==> config.mk <==
export PLATFORM = sky130hd
export DESIGN_NAME = ugb_ctrl
export DESIGN_NICKNAME = d
export VERILOG_FILES = /design/src/rtl/ugb_pkg.sv /design/src/rtl/ugb_ctrl.sv
export SDC_FILE = /design/constraint.sdc
export NUM_CORES = 1
export LEC_CHECK = 0
export BUFFER_PORTS_ARGS = -buffer_cell sky130_fd_sc_hd__buf_2
export CORE_UTILIZATION = 39
export CTS_BUF_LIST = sky130_fd_sc_hd__clkbuf_16
export DETAILED_ROUTE_END_ITERATION = 10
export GPL_TIMING_DRIVEN = 0
export PLACE_DENSITY = 0.67
export SLEW_MARGIN = 0
export SYNTH_ARGS = -nofsm -noshare
export SYNTH_HDL_FRONTEND = slang
export SYNTH_SLANG_ARGS = --single-unit
==> constraint.sdc <==
create_clock -name clk -period 2 [get_ports clk]
set_input_delay 0.3 -clock clk [delete_from_list [all_inputs] [get_ports clk]]
set_output_delay 0.3 -clock clk [all_outputs]
set_load 0.1 [all_outputs]
==> src/rtl/ugb_pkg.sv <==
`default_nettype none
package ugb_pkg;

  localparam int MAX_CELLS = 4096;
  localparam int MAX_REFS  = 8192;
  localparam int ID_BITS   = 16;

  localparam int COORD_W = 32;
  localparam int DIM_W   = 4;
  localparam int NAXES   = 3;
  localparam int NCOORD  = 2 * NAXES;
  localparam int FUNC_W  = 3;
  localparam int STAT_W  = 2;
  localparam int OBJ_W   = 16;
  localparam int IDX_W   = 13;
  localparam int DATA_W  = 16;
  localparam int CNT_W   = $clog2(MAX_REFS + 1);
  localparam int CELL_AW = (MAX_CELLS > 1) ? $clog2(MAX_CELLS) : 1;
  localparam int SLOT_AW = $clog2(MAX_REFS);
  localparam int LIN_W   = NAXES * (DIM_W + 1);
  localparam int CFG_IW  = 3;
  localparam int CFG_DW  = 32;
  localparam int DIMS_W  = NAXES * DIM_W;

  // stream payload layout
  localparam int IN_DW  = 224;  // object_id, six corners, index, zero pad
  localparam int OUT_DW = 32;   // data, count, zero pad

  localparam logic [CFG_IW-1:0] REG_ORIGIN_X = 3'd0;
  localparam logic [CFG_IW-1:0] REG_ORIGIN_Y = 3'd1;
  localparam logic [CFG_IW-1:0] REG_ORIGIN_Z = 3'd2;
  localparam logic [CFG_IW-1:0] REG_SCALE_X  = 3'd3;
  localparam logic [CFG_IW-1:0] REG_SCALE_Y  = 3'd4;
  localparam logic [CFG_IW-1:0] REG_SCALE_Z  = 3'd5;
  localparam logic [CFG_IW-1:0] REG_DIMS     = 3'd6;

  localparam logic [COORD_W-1:0] SCALE_RST = 32'd65536;

  localparam logic [FUNC_W-1:0] FN_CLEAR     = 3'd0;
  localparam logic [FUNC_W-1:0] FN_COUNT     = 3'd1;
  localparam logic [FUNC_W-1:0] FN_FINISH    = 3'd2;
  localparam logic [FUNC_W-1:0] FN_PLACE     = 3'd3;
  localparam logic [FUNC_W-1:0] FN_READ_CELL = 3'd4;
  localparam logic [FUNC_W-1:0] FN_READ_SLOT = 3'd5;

  localparam logic [STAT_W-1:0] ST_OK    = 2'd0;
  localparam logic [STAT_W-1:0] ST_FULL  = 2'd1;
  localparam logic [STAT_W-1:0] ST_RANGE = 2'd2;

  typedef enum logic [3:0] {
    S_INIT,
    S_IDLE,
    S_DISPATCH,
    S_CLR,
    S_MAP,
    S_WALK_INIT,
    S_WALK_RD,
    S_WALK_WR,
    S_FIN_RD,
    S_FIN_WR,
    S_RD,
    S_RD_WAIT,
    S_DONE
  } ugb_state_t;

  typedef struct packed {
    logic latch;
    logic clr_step;
    logic map_step;
    logic walk_init;
    logic walk_wr;
    logic fin_init;
    logic fin_wr;
    logic rd_capture;
    logic out_load;
  } ugb_cmd_t;

  typedef struct packed {
    logic [FUNC_W-1:0] func;
    logic              clr_last;
    logic              map_last;
    logic              walk_empty;
    logic              walk_last;
    logic              fin_last;
  } ugb_sts_t;

  // coordinate slot (x_min .. z_max) to axis
  function automatic logic [1:0] axis_of(input logic [2:0] sel);
    logic [1:0] a;
    a = (sel >= 3'(NAXES)) ? 2'(sel - 3'(NAXES)) : sel[1:0];
    return a;
  endfunction

endpackage
`default_nettype wire

==> src/rtl/ugb_ctrl.sv <==
`default_nettype none
module ugb_ctrl import ugb_pkg::*; (
  input  logic     clk,
  input  logic     rst_n,
  input  logic     in_tvalid,
  output logic     in_tready,
  output logic     out_tvalid,
  input  logic     out_tready,
  output ugb_cmd_t cmd,
  input  ugb_sts_t sts
);

  ugb_state_t state_r, state_nxt;
  logic       out_tvalid_r, out_tvalid_nxt;
  logic       out_free;

  assign out_free   = !out_tvalid_r || out_tready;
  assign in_tready  = (state_r == S_IDLE);
  assign out_tvalid = out_tvalid_r;

  always_comb begin
    state_nxt = state_r;
    case (state_r)
      S_INIT: begin
        if (sts.clr_last) state_nxt = S_IDLE;
      end
      S_IDLE: begin
        if (in_tvalid) state_nxt = S_DISPATCH;
      end
      S_DISPATCH: begin
        case (sts.func)
          FN_CLEAR:     state_nxt = S_CLR;
          FN_COUNT:     state_nxt = S_MAP;
          FN_PLACE:     state_nxt = S_MAP;
          FN_FINISH:    state_nxt = S_FIN_RD;
          FN_READ_CELL: state_nxt = S_RD;
          FN_READ_SLOT: state_nxt = S_RD;
          default:      state_nxt = S_DONE;
        endcase
      end
      S_CLR: begin
        if (sts.clr_last) state_nxt = S_DONE;
      end
      S_MAP: begin
        if (sts.map_last) state_nxt = S_WALK_INIT;
      end
      S_WALK_INIT: begin
        state_nxt = sts.walk_empty ? S_DONE : S_WALK_RD;
      end
      S_WALK_RD: state_nxt = S_WALK_WR;
      S_WALK_WR: begin
        state_nxt = sts.walk_last ? S_DONE : S_WALK_RD;
      end
      S_FIN_RD: state_nxt = S_FIN_WR;
      S_FIN_WR: begin
        state_nxt = sts.fin_last ? S_DONE : S_FIN_RD;
      end
      S_RD:      state_nxt = S_RD_WAIT;
      S_RD_WAIT: state_nxt = S_DONE;
      S_DONE: begin
        if (out_free) state_nxt = S_IDLE;
      end
      default: state_nxt = S_INIT;
    endcase
  end

  always_comb begin
    cmd            = '0;
    out_tvalid_nxt = out_tvalid_r && !out_tready;
    case (state_r)
      S_INIT:      cmd.clr_step = 1'b1;
      S_IDLE:      cmd.latch = in_tvalid;
      S_DISPATCH:  cmd.fin_init = 1'b1;
      S_CLR:       cmd.clr_step = 1'b1;
      S_MAP:       cmd.map_step = 1'b1;
      S_WALK_INIT: cmd.walk_init = 1'b1;
      S_WALK_WR:   cmd.walk_wr = 1'b1;
      S_FIN_WR:    cmd.fin_wr = 1'b1;
      S_RD_WAIT:   cmd.rd_capture = 1'b1;
      S_DONE: begin
        if (out_free) begin
          cmd.out_load   = 1'b1;
          out_tvalid_nxt = 1'b1;
        end
      end
      default: cmd = '0;
    endcase
  end

  always_ff @(posedge clk) begin
    if (!rst_n) begin
      state_r      <= S_INIT;
      out_tvalid_r <= 1'b0;
    end else begin
      state_r      <= state_nxt;
      out_tvalid_r <= out_tvalid_nxt;
    end
  end

endmodule
`default_nettype wire

==> results.cfg, run 1 <==
[timing]
worst_hold_slack_ns = 0.350
min_period_ns = 1.89
hold_viol = 0
grt_setup_unrepaired = no
fmaxAchievable_mhz = 528
fin_worst_skew_ns = 0.000350
tightest_slew_ns = 0.485
maxSlewViolCount = 0
setup_violations = 0
finalCritPeriodShare = 0.947
relSlewSlack = 0.679
finalSetupTns_ns = 0

[critical_path]
critPathKind = reg2out
critPathArrivalTime_ns = 1.59
endpoint_kind = output pin
required_ns = 1.70
path_cells = buf_6 > buf_2 > nand2_1 > nor3_4 > buf_2
start_kind = flip-flop
crit_slowest_cell = buf_2
cp_max_fo = 10
crit_path_max_incr_delay_ns = 0.44
path_common_cell = buf_2

[grt]
grtUsageMet3 = 0.0520
grtUsageTotal = 0.242
grt_pass1_vias = 568
grt_overflow_total = 0
top_usage_layer = met2
grt_max_degree = 11
met1_usage = 0.270
antenna_found_initial = 0
grtUsageMet2 = 0.408
grt_pass1_wl_um = 2390

[finish]
antenna_cells = 0
synthToLayoutAreaGrowth_pct = 49.8
final_cell_mix = buf_2, nor2_1, a21oi_1
drive_gt1_frac = 0.433
final_common_cell = buf_2
stdcell_count = 119
final_nets = 117
finalInstanceArea_um2 = 806

[logic_synthesis]
synth_compound_area_frac = 0.235
ys_seq_elements = 5
syn-cell-area_um2 = 538
synth_fp_nets = 90
syn_inst = 78
ys_types = 32
yosysSeqAreaShare = 0.186
synth_mux_area_frac = 0.0419
synthSimpleGateAreaFrac = 0.407
synth-xor-area-share = 0.0326
yosysWarningCount = 0
synthAdderAreaFrac = 0
synth_top_family_by_area = simple AND/OR/NAND/NOR gates
syn_area_per_cell_um2 = 6.90

[clocking]
cts_buffers = 3
htreeDepth = 1
clk_pin_slew_ns = 0.03
clockBufferDepth = 2
insertion_delay_ns = 0.23
numClockSinks = 5
hold_buffers = 0
cts_root_buf = clkbuf_16
tritoncts = built

[power]
p_total_mw = 1.26
power_density_mw_per_mm2 = 1570
ir_worst_vdd_mv = 0.793
power_leakage_nw = 0.366

[die]
core_mm2 = 0.00128
io_pins = 23
rows = 13
die_width_um = 39.1
die_h_um = 39.1
dieArea_mm2 = 0.00153
initial_core_util = 0.419

[drt]
avgRoutedWirePerCell_um = 13.0
vias_per_cell = 5.71
vias = 680
totalWireLength_um = 1550
ant_nets = 0
drt_iter0_markers = 14
drtPass1Iterations = 4
drc = 0

[status]
status = finished, final reports clean

[place]
hpwl_um = 1110
place_congestion = 0.816
place_inst = 115
postPlaceCellArea_um2 = 708
port_buffers = 22

[flow_run]
max_cap_viol_count = 0

[min_path]
hold_path.class = in2reg
where the power goes:
part / total [mW] / switching, mW / internal [mW]
Clock: 0.321 / 0.0620 / 0.258
Combinational: 0.810 / 0.600 / 0.210
Sequential: 0.132 / 0.00956 / 0.123
Total: 1.26 / 0.672 / 0.591
layer usage:
layer  part of all wire  up-vias
met5                  0        -
met4              0.023        0
met3              0.070        4
met2               0.50       31
met1               0.40      306
li1                   -      339
through the flow:
| step | setup slack [ns] | util |
|---|---|---|
| finish | 0.107 | 0.627 |
| detailed placement | 0.0571 | 0.551 |
| global placement | 0.0828 | 0.551 |
| floorplan | -0.391 | - |
| global route | 0.0178 | 0.627 |
| CTS | 0.0618 | 0.620 |
worst max-delay path: cells and delay by family (launching register included):
family        cells  cell delay [ns]
buf+inv           3             0.81
flops             1             0.31
simple gates      2             0.25
flip-flops by register name (all words and copies together) (netlist names):
| register | count |
|---|---|
| out_tvalid | 1 |
| state_r | 4 |
area by class of cell:
class,instances,area (µm²)
clock inverter,1,3.75
fill,120,479
inverter,3,11.3
sequential,5,100
clock buffer,3,75.1
timing repair buffer,22,121
buffer,7,41.3
multi-input combinational,63,434
tap,15,18.8
logic make-up after synthesis:
| family | after synthesis |
|---|---|
| xor+xnor | 2 |
| mux | 2 |
| flops | 5 |
| buf+inv | 10 |
| compound gates | 19 |
| simple gates | 40 |
cells in the mapped netlist, drive strengths merged:
cell type	number	area, µm²
o221ai	1	8.76
nor3	5	30.0
xor2	1	8.76
nor3b	2	15.0
xnor2	1	8.76
nand4bb	1	11.3
o21ai	3	15.0
a211oi	2	15.0
inv	3	11.3
a21oi	6	30.0
or3	1	6.26
o2111ai	2	17.5
dfxtp	5	100
o32a	1	11.3
nand2b	4	25.0
o311ai	1	8.76
or2	1	6.26
a31oi	2	12.5
a22oi	1	7.51
nand3b	1	7.51
buf	7	41.3
nor2b	2	12.5
mux2	2	22.5
and3	2	12.5
and2	1	6.26
nor2	12	45.0
nand2	5	18.8
or4	3	22.5
final timing paths:
| path | from | end | slack, ns | cells after the start |
|---|---|---|---|---|
| worst max register to register | state_r[1] | state_r[1] | 0.45 | 5 |
| worst min-delay path | rst_n | state_r[2] | 0.35 | 2 |
| worst min register to register | out_tvalid | state_r[3] | 0.65 | 3 |
| worst max-delay path | state_r[3] | cmd[2] | 0.11 | 5 |
timing repair:
action | in CTS | in global routing
setup endpoints to repair | 2 | 4
gates resized for setup | 3 | 3
setup buffers | 0 | 0
(Power assumes the default switching activity.)
==> run 2, diff against run 1 <==
--- a/config.mk
+++ b/config.mk
@@ -6,11 +6,12 @@
 export NUM_CORES = 1
 export LEC_CHECK = 0
 export BUFFER_PORTS_ARGS = -buffer_cell sky130_fd_sc_hd__buf_2
-export CORE_UTILIZATION = 39
+export CORE_AREA = 2 2 39 41
 export CTS_BUF_LIST = sky130_fd_sc_hd__clkbuf_16
 export DETAILED_ROUTE_END_ITERATION = 10
+export DIE_AREA = 0 0 41 43
 export GPL_TIMING_DRIVEN = 0
-export PLACE_DENSITY = 0.67
+export PLACE_DENSITY = 0.68
 export SLEW_MARGIN = 0
 export SYNTH_ARGS = -nofsm -noshare
 export SYNTH_HDL_FRONTEND = slang
==> run 2 against run 1 <==
Effect of this change: cell area rose by 0.16%; via count shrank 0.29%; flip-flop and latch count unchanged; highest routed layer unchanged; die area increased by 15%; first-iteration DRC count rose by 7.1%; largest cell class unchanged.
==> results.cfg, run 2 (synthesis gave the netlist of run 1 again) <==
[drt]
avgRoutedWirePerCell_um = 13.0
vias = 678
drtPass1Iterations = 4
drt_iter0_markers = 15
drc = 0
vias_per_cell = 5.65
ant_nets = 0
totalWireLength_um = 1560

[grt]
grt_overflow_total = 0
grtUsageTotal = 0.198
grt_pass1_vias = 609
grt_pass1_wl_um = 2430
grt_max_degree = 11
antenna_found_initial = 0

[finish]
final_nets = 117
regMostFlops = state_r
final_common_cell = buf_2
drive_gt1_frac = 0.433
utilization = 0.583
multi_input_area_um2 = 434
fillers = 135
largest_reg_flops = 4
seq_area_um2 = 100
synthToLayoutAreaGrowth_pct = 50.0
final_cell_mix = buf_2, nor2_1, a21oi_1
antenna_cells = 0
finalInstanceArea_um2 = 807

[place]
place_ws_ns = 0.0721
postPlaceCellArea_um2 = 709
place_congestion = 0.763
port_buffers = 22
hpwl_um = 1110

[critical_path]
crit_buf_inv = 3
crit_slowest_cell = buf_2
critPathArrivalTime_ns = 1.60
start_kind = flip-flop
reg2reg_from = state_r[1]
cp_max_fo = 10
crit_path_max_incr_delay_ns = 0.44
required_ns = 1.70
critPathKind = reg2out
path_cells = buf_6 > buf_2 > nand2_1 > nor3_4 > buf_2
endpoint_kind = output pin
path_common_cell = buf_2
cp_top_family = buffers and inverters
timing.critical_path.from = state_r[3]

[clocking]
cts_buffers = 3
postCtsSetupBuffers = 0
clk_pin_slew_ns = 0.03
numClockSinks = 5
clockBufferDepth = 2
insertion_delay_ns = 0.22
tritoncts = built
cts_root_buf = clkbuf_16
htreeDepth = 1

[flow_run]
max_cap_viol_count = 0

[power]
pwr-share-comb = 0.642
swShare = 0.533
power.internal_mw = 0.588
clockPowerShare = 0.254
power_density_mw_per_mm2 = 1560
ir_worst_vdd_mv = 0.833
power_leakage_nw = 0.365
seqPwrFrac = 0.104
switchingPower_mw = 0.670
p_total_mw = 1.26

[min_path]
hold_path.class = in2reg
min_from = rst_n

[timing]
setup_ws_ns = 0.101
min_period_ns = 1.90
grt_setup_unrepaired = no
worst_hold_slack_ns = 0.336
finalCritPeriodShare = 0.949
setup_violations = 0
maxSlewViolCount = 0
fin_worst_skew_ns = 0.00104
tightest_slew_ns = 0.485
hold_viol = 0
fmaxAchievable_mhz = 527
relSlewSlack = 0.679

[die]
rows = 14
initial_core_util = 0.389
dieArea_mm2 = 0.00176
die_h_um = 43
core_mm2 = 0.00138
die_width_um = 41
io_pins = 23

[status]
status = finished, final reports clean
[run 2: cell counts in the layout (fill, tap and decap cells not counted)]
No cell type changed its count.
[run 2: what timing repair did]
action                                 4_1_cts  5_1_grt
setup endpoints to repair                    2        4
hold buffers                                 0        0
resized for setup                            3        3
endpoints found under the hold margin        0        0
pin swaps                                    0        0
[run 2: final cells by class]
class,instances,area share
Multi-Input combinational cell,63,0.538
Sequential cell,5,0.124
Clock buffer,3,0.0930
Timing Repair Buffer,22,0.150
Tap cell,16,0.0248
Clock inverter,1,0.00465
Buffer,7,0.0512
Inverter,3,0.0140
[run 2: metrics by stage]
step	setup TNS, ns	std cells
3_5_place_dp	0	116
4_1_cts	0	120
3_3_place_gp	0	116
5_1_grt	0	120
2_1_floorplan	-1.56	78
6_report	0	120
[run 2: per-layer routing]
metal | vias to the layer above | global-route usage | wire length, µm
met4 | 0 | 0.0533 | 25
met1 | 310 | 0.241 | 663
met5 | - | 0 | 0
met2 | 30 | 0.306 | 770
met3 | 4 | 0.0838 | 104
li1 | 334 | - | -
[run 2: path summary, 6_finish.rpt]
check | cells after the start | slack [ns] | endpoint
worst max register to register | 5 | 0.44 | state_r[1]
worst min-delay path | 2 | 0.34 | state_r[2]
worst max-delay path | 5 | 0.10 | cmd[2]
worst min register to register | 3 | 0.69 | out_tvalid
[run 2: power groups by stage]
| stage | combinational, mW | sequential (mW) | clock [mW] |
|---|---|---|---|
| floorplan | 0.669 | 0.131 | 0 |
| global placement | 0.785 | 0.131 | 0 |
| detailed placement | 0.788 | 0.132 | 0 |
| CTS | 0.797 | 0.131 | 0.322 |
| global route | 0.855 | 0.133 | 0.332 |
| finish | 0.807 | 0.131 | 0.320 |
==> run 3, diff against run 2 <==
--- a/config.mk
+++ b/config.mk
@@ -12,6 +12,7 @@
 export DIE_AREA = 0 0 41 43
 export GPL_TIMING_DRIVEN = 0
 export PLACE_DENSITY = 0.68
+export RECOVER_POWER = 100
 export SLEW_MARGIN = 0
 export SYNTH_ARGS = -nofsm -noshare
 export SYNTH_HDL_FRONTEND = slang
==> constraint.sdc (replaced) <==
create_clock -name clk -period 2 [get_ports clk]
set_input_delay 0.2 -clock clk [delete_from_list [all_inputs] [get_ports clk]]
set_output_delay 0.2 -clock clk [all_outputs]
set_load 0.1 [all_outputs]
==> run 3 against run 2 <==
Effect of this change: non-clock buffer count stayed put; critical path type unchanged; core utilization is 1.2 points lower; power is 0.95% lower; largest cell class unchanged; flip-flop and latch count stayed put; largest power group unchanged.
==> results.cfg, run 3 (synthesis gave the netlist of run 1 again) <==
[finish]
stdcell_count = 120
synthToLayoutAreaGrowth_pct = 47.0
finalInstanceArea_um2 = 791
final_cell_mix = buf_2, nor2_1, clkbuf_2
largest_reg_flops = 4
fillers = 140
drive_gt1_frac = 0.404
final_nets = 117
regMostFlops = state_r
antenna_cells = 0
final_common_cell = buf_2

[die]
io_pins = 23
dieArea_mm2 = 0.00176
die_h_um = 43
initial_core_util = 0.389
rows = 14
die_width_um = 41
core_mm2 = 0.00138

[min_path]
hold_path.class = in2reg

[critical_path]
endpoint_kind = output pin
cp_top_family = buffers and inverters
crit_path_max_incr_delay_ns = 0.48
cp_max_fo = 10
path_cells = buf_2 > nand2b_1 > nor3_4 > clkbuf_2
critPathArrivalTime_ns = 1.68
start_kind = flip-flop
crit_slowest_cell = clkbuf_2
required_ns = 1.80
crit_buf_inv = 2
critPathKind = reg2out

[timing]
setup_violations = 0
grt_setup_unrepaired = no
hold_viol = 0
worst_hold_slack_ns = 0.240
fin_worst_skew_ns = 0.000171
min_period_ns = 1.88
finalCritPeriodShare = 0.938
finalSetupTns_ns = 0
fmaxAchievable_mhz = 533
relSlewSlack = 0.231
maxSlewViolCount = 0
tightest_slew_ns = 1.16

[drt]
drc = 0
vias = 665
totalWireLength_um = 1500
drtPass1Iterations = 4
drt_iter0_markers = 17
avgRoutedWirePerCell_um = 12.5
ant_nets = 0
vias_per_cell = 5.54

[place]
place_inst = 116
place_congestion = 0.763
hpwl_um = 1080
postPlaceCellArea_um2 = 703
port_buffers = 22

[clocking]
clk_pin_slew_ns = 0.03
clockBufferDepth = 2
insertion_delay_ns = 0.22
cts_buffers = 3
cts_root_buf = clkbuf_16
htreeDepth = 1
tritoncts = built
hold_buffers = 0
postCtsSetupBuffers = 0
numClockSinks = 5

[grt]
grt_overflow_total = 0
grtUsageTotal = 0.191
grt_pass1_wl_um = 2390
grt_pass1_vias = 588
antenna_found_initial = 0
grt_max_degree = 11

[power]
p_total_mw = 1.25
ir_worst_vdd_mv = 1.07
power_leakage_nw = 0.353
power_density_mw_per_mm2 = 1580

[flow_run]
max_cap_viol_count = 0

[status]
status = finished, final reports clean
[run 3: cell types whose count changed in the layout (fill, tap and decap cells not counted), sizes merged]
cell / delta
buf: -9
clkbuf: +9
[run 3: final cells by class]
type                            instances  area (µm²)  area share
Clock buffer                            3        75.1      0.0949
Buffer                                  7        41.3      0.0522
Clock inverter                          1        3.75     0.00475
Timing Repair Buffer                   22         114       0.144
Tap cell                               16        20.0      0.0253
Multi-Input combinational cell         63         425       0.538
Sequential cell                         5         100       0.127
Inverter                                3        11.3      0.0142
[run 3: repair_timing]
| item | CTS | global route |
|---|---|---|
| pin swaps | 0 | 0 |
| gates resized for setup | 1 | 2 |
| endpoints found under the setup margin | 1 | 2 |
[run 3: final timing paths]
kind         startpoint          to  slack, ns  depth (start not counted)
min reg2reg  out_tvalid  state_r[3]       0.65                          3
max reg2reg  state_r[1]  state_r[3]       0.45                          5
max          state_r[0]   in_tready       0.12                          4
min               rst_n  state_r[2]       0.24                          2
[run 3: layer usage]
layer | global-route usage | vias to the layer above | share of wire
met5 | 0 | - | 0
met4 | 0.0133 | 0 | 0
met3 | 0.0785 | 0 | 0.039
met2 | 0.300 | 16 | 0.50
met1 | 0.248 | 311 | 0.46
li1 | - | 338 | -
[run 3: power by group]
group,switching [mW],internal (mW)
logic,0.602,0.195
registers,0.00811,0.123
clock network,0.0594,0.258
total,0.670,0.576
[run 3: through the flow]
| stage | worst slack, ns | utilization |
|---|---|---|
| finish | 0.124 | 0.571 |
| global route | 0.0158 | 0.571 |
| CTS | 0.0747 | 0.567 |
| detailed placement | 0.213 | 0.508 |
| global placement | 0.223 | 0.508 |
| floorplan | -0.521 | - |
[run 3: worst reg2reg max path, cell delays in order (launching register included)]
cell and delay (ns):
dfxtp_1 0.29, buf_2 0.18, mux2_1 0.36, o32a_2 0.37
o2111ai_1 0.13, a21oi_1 0.10
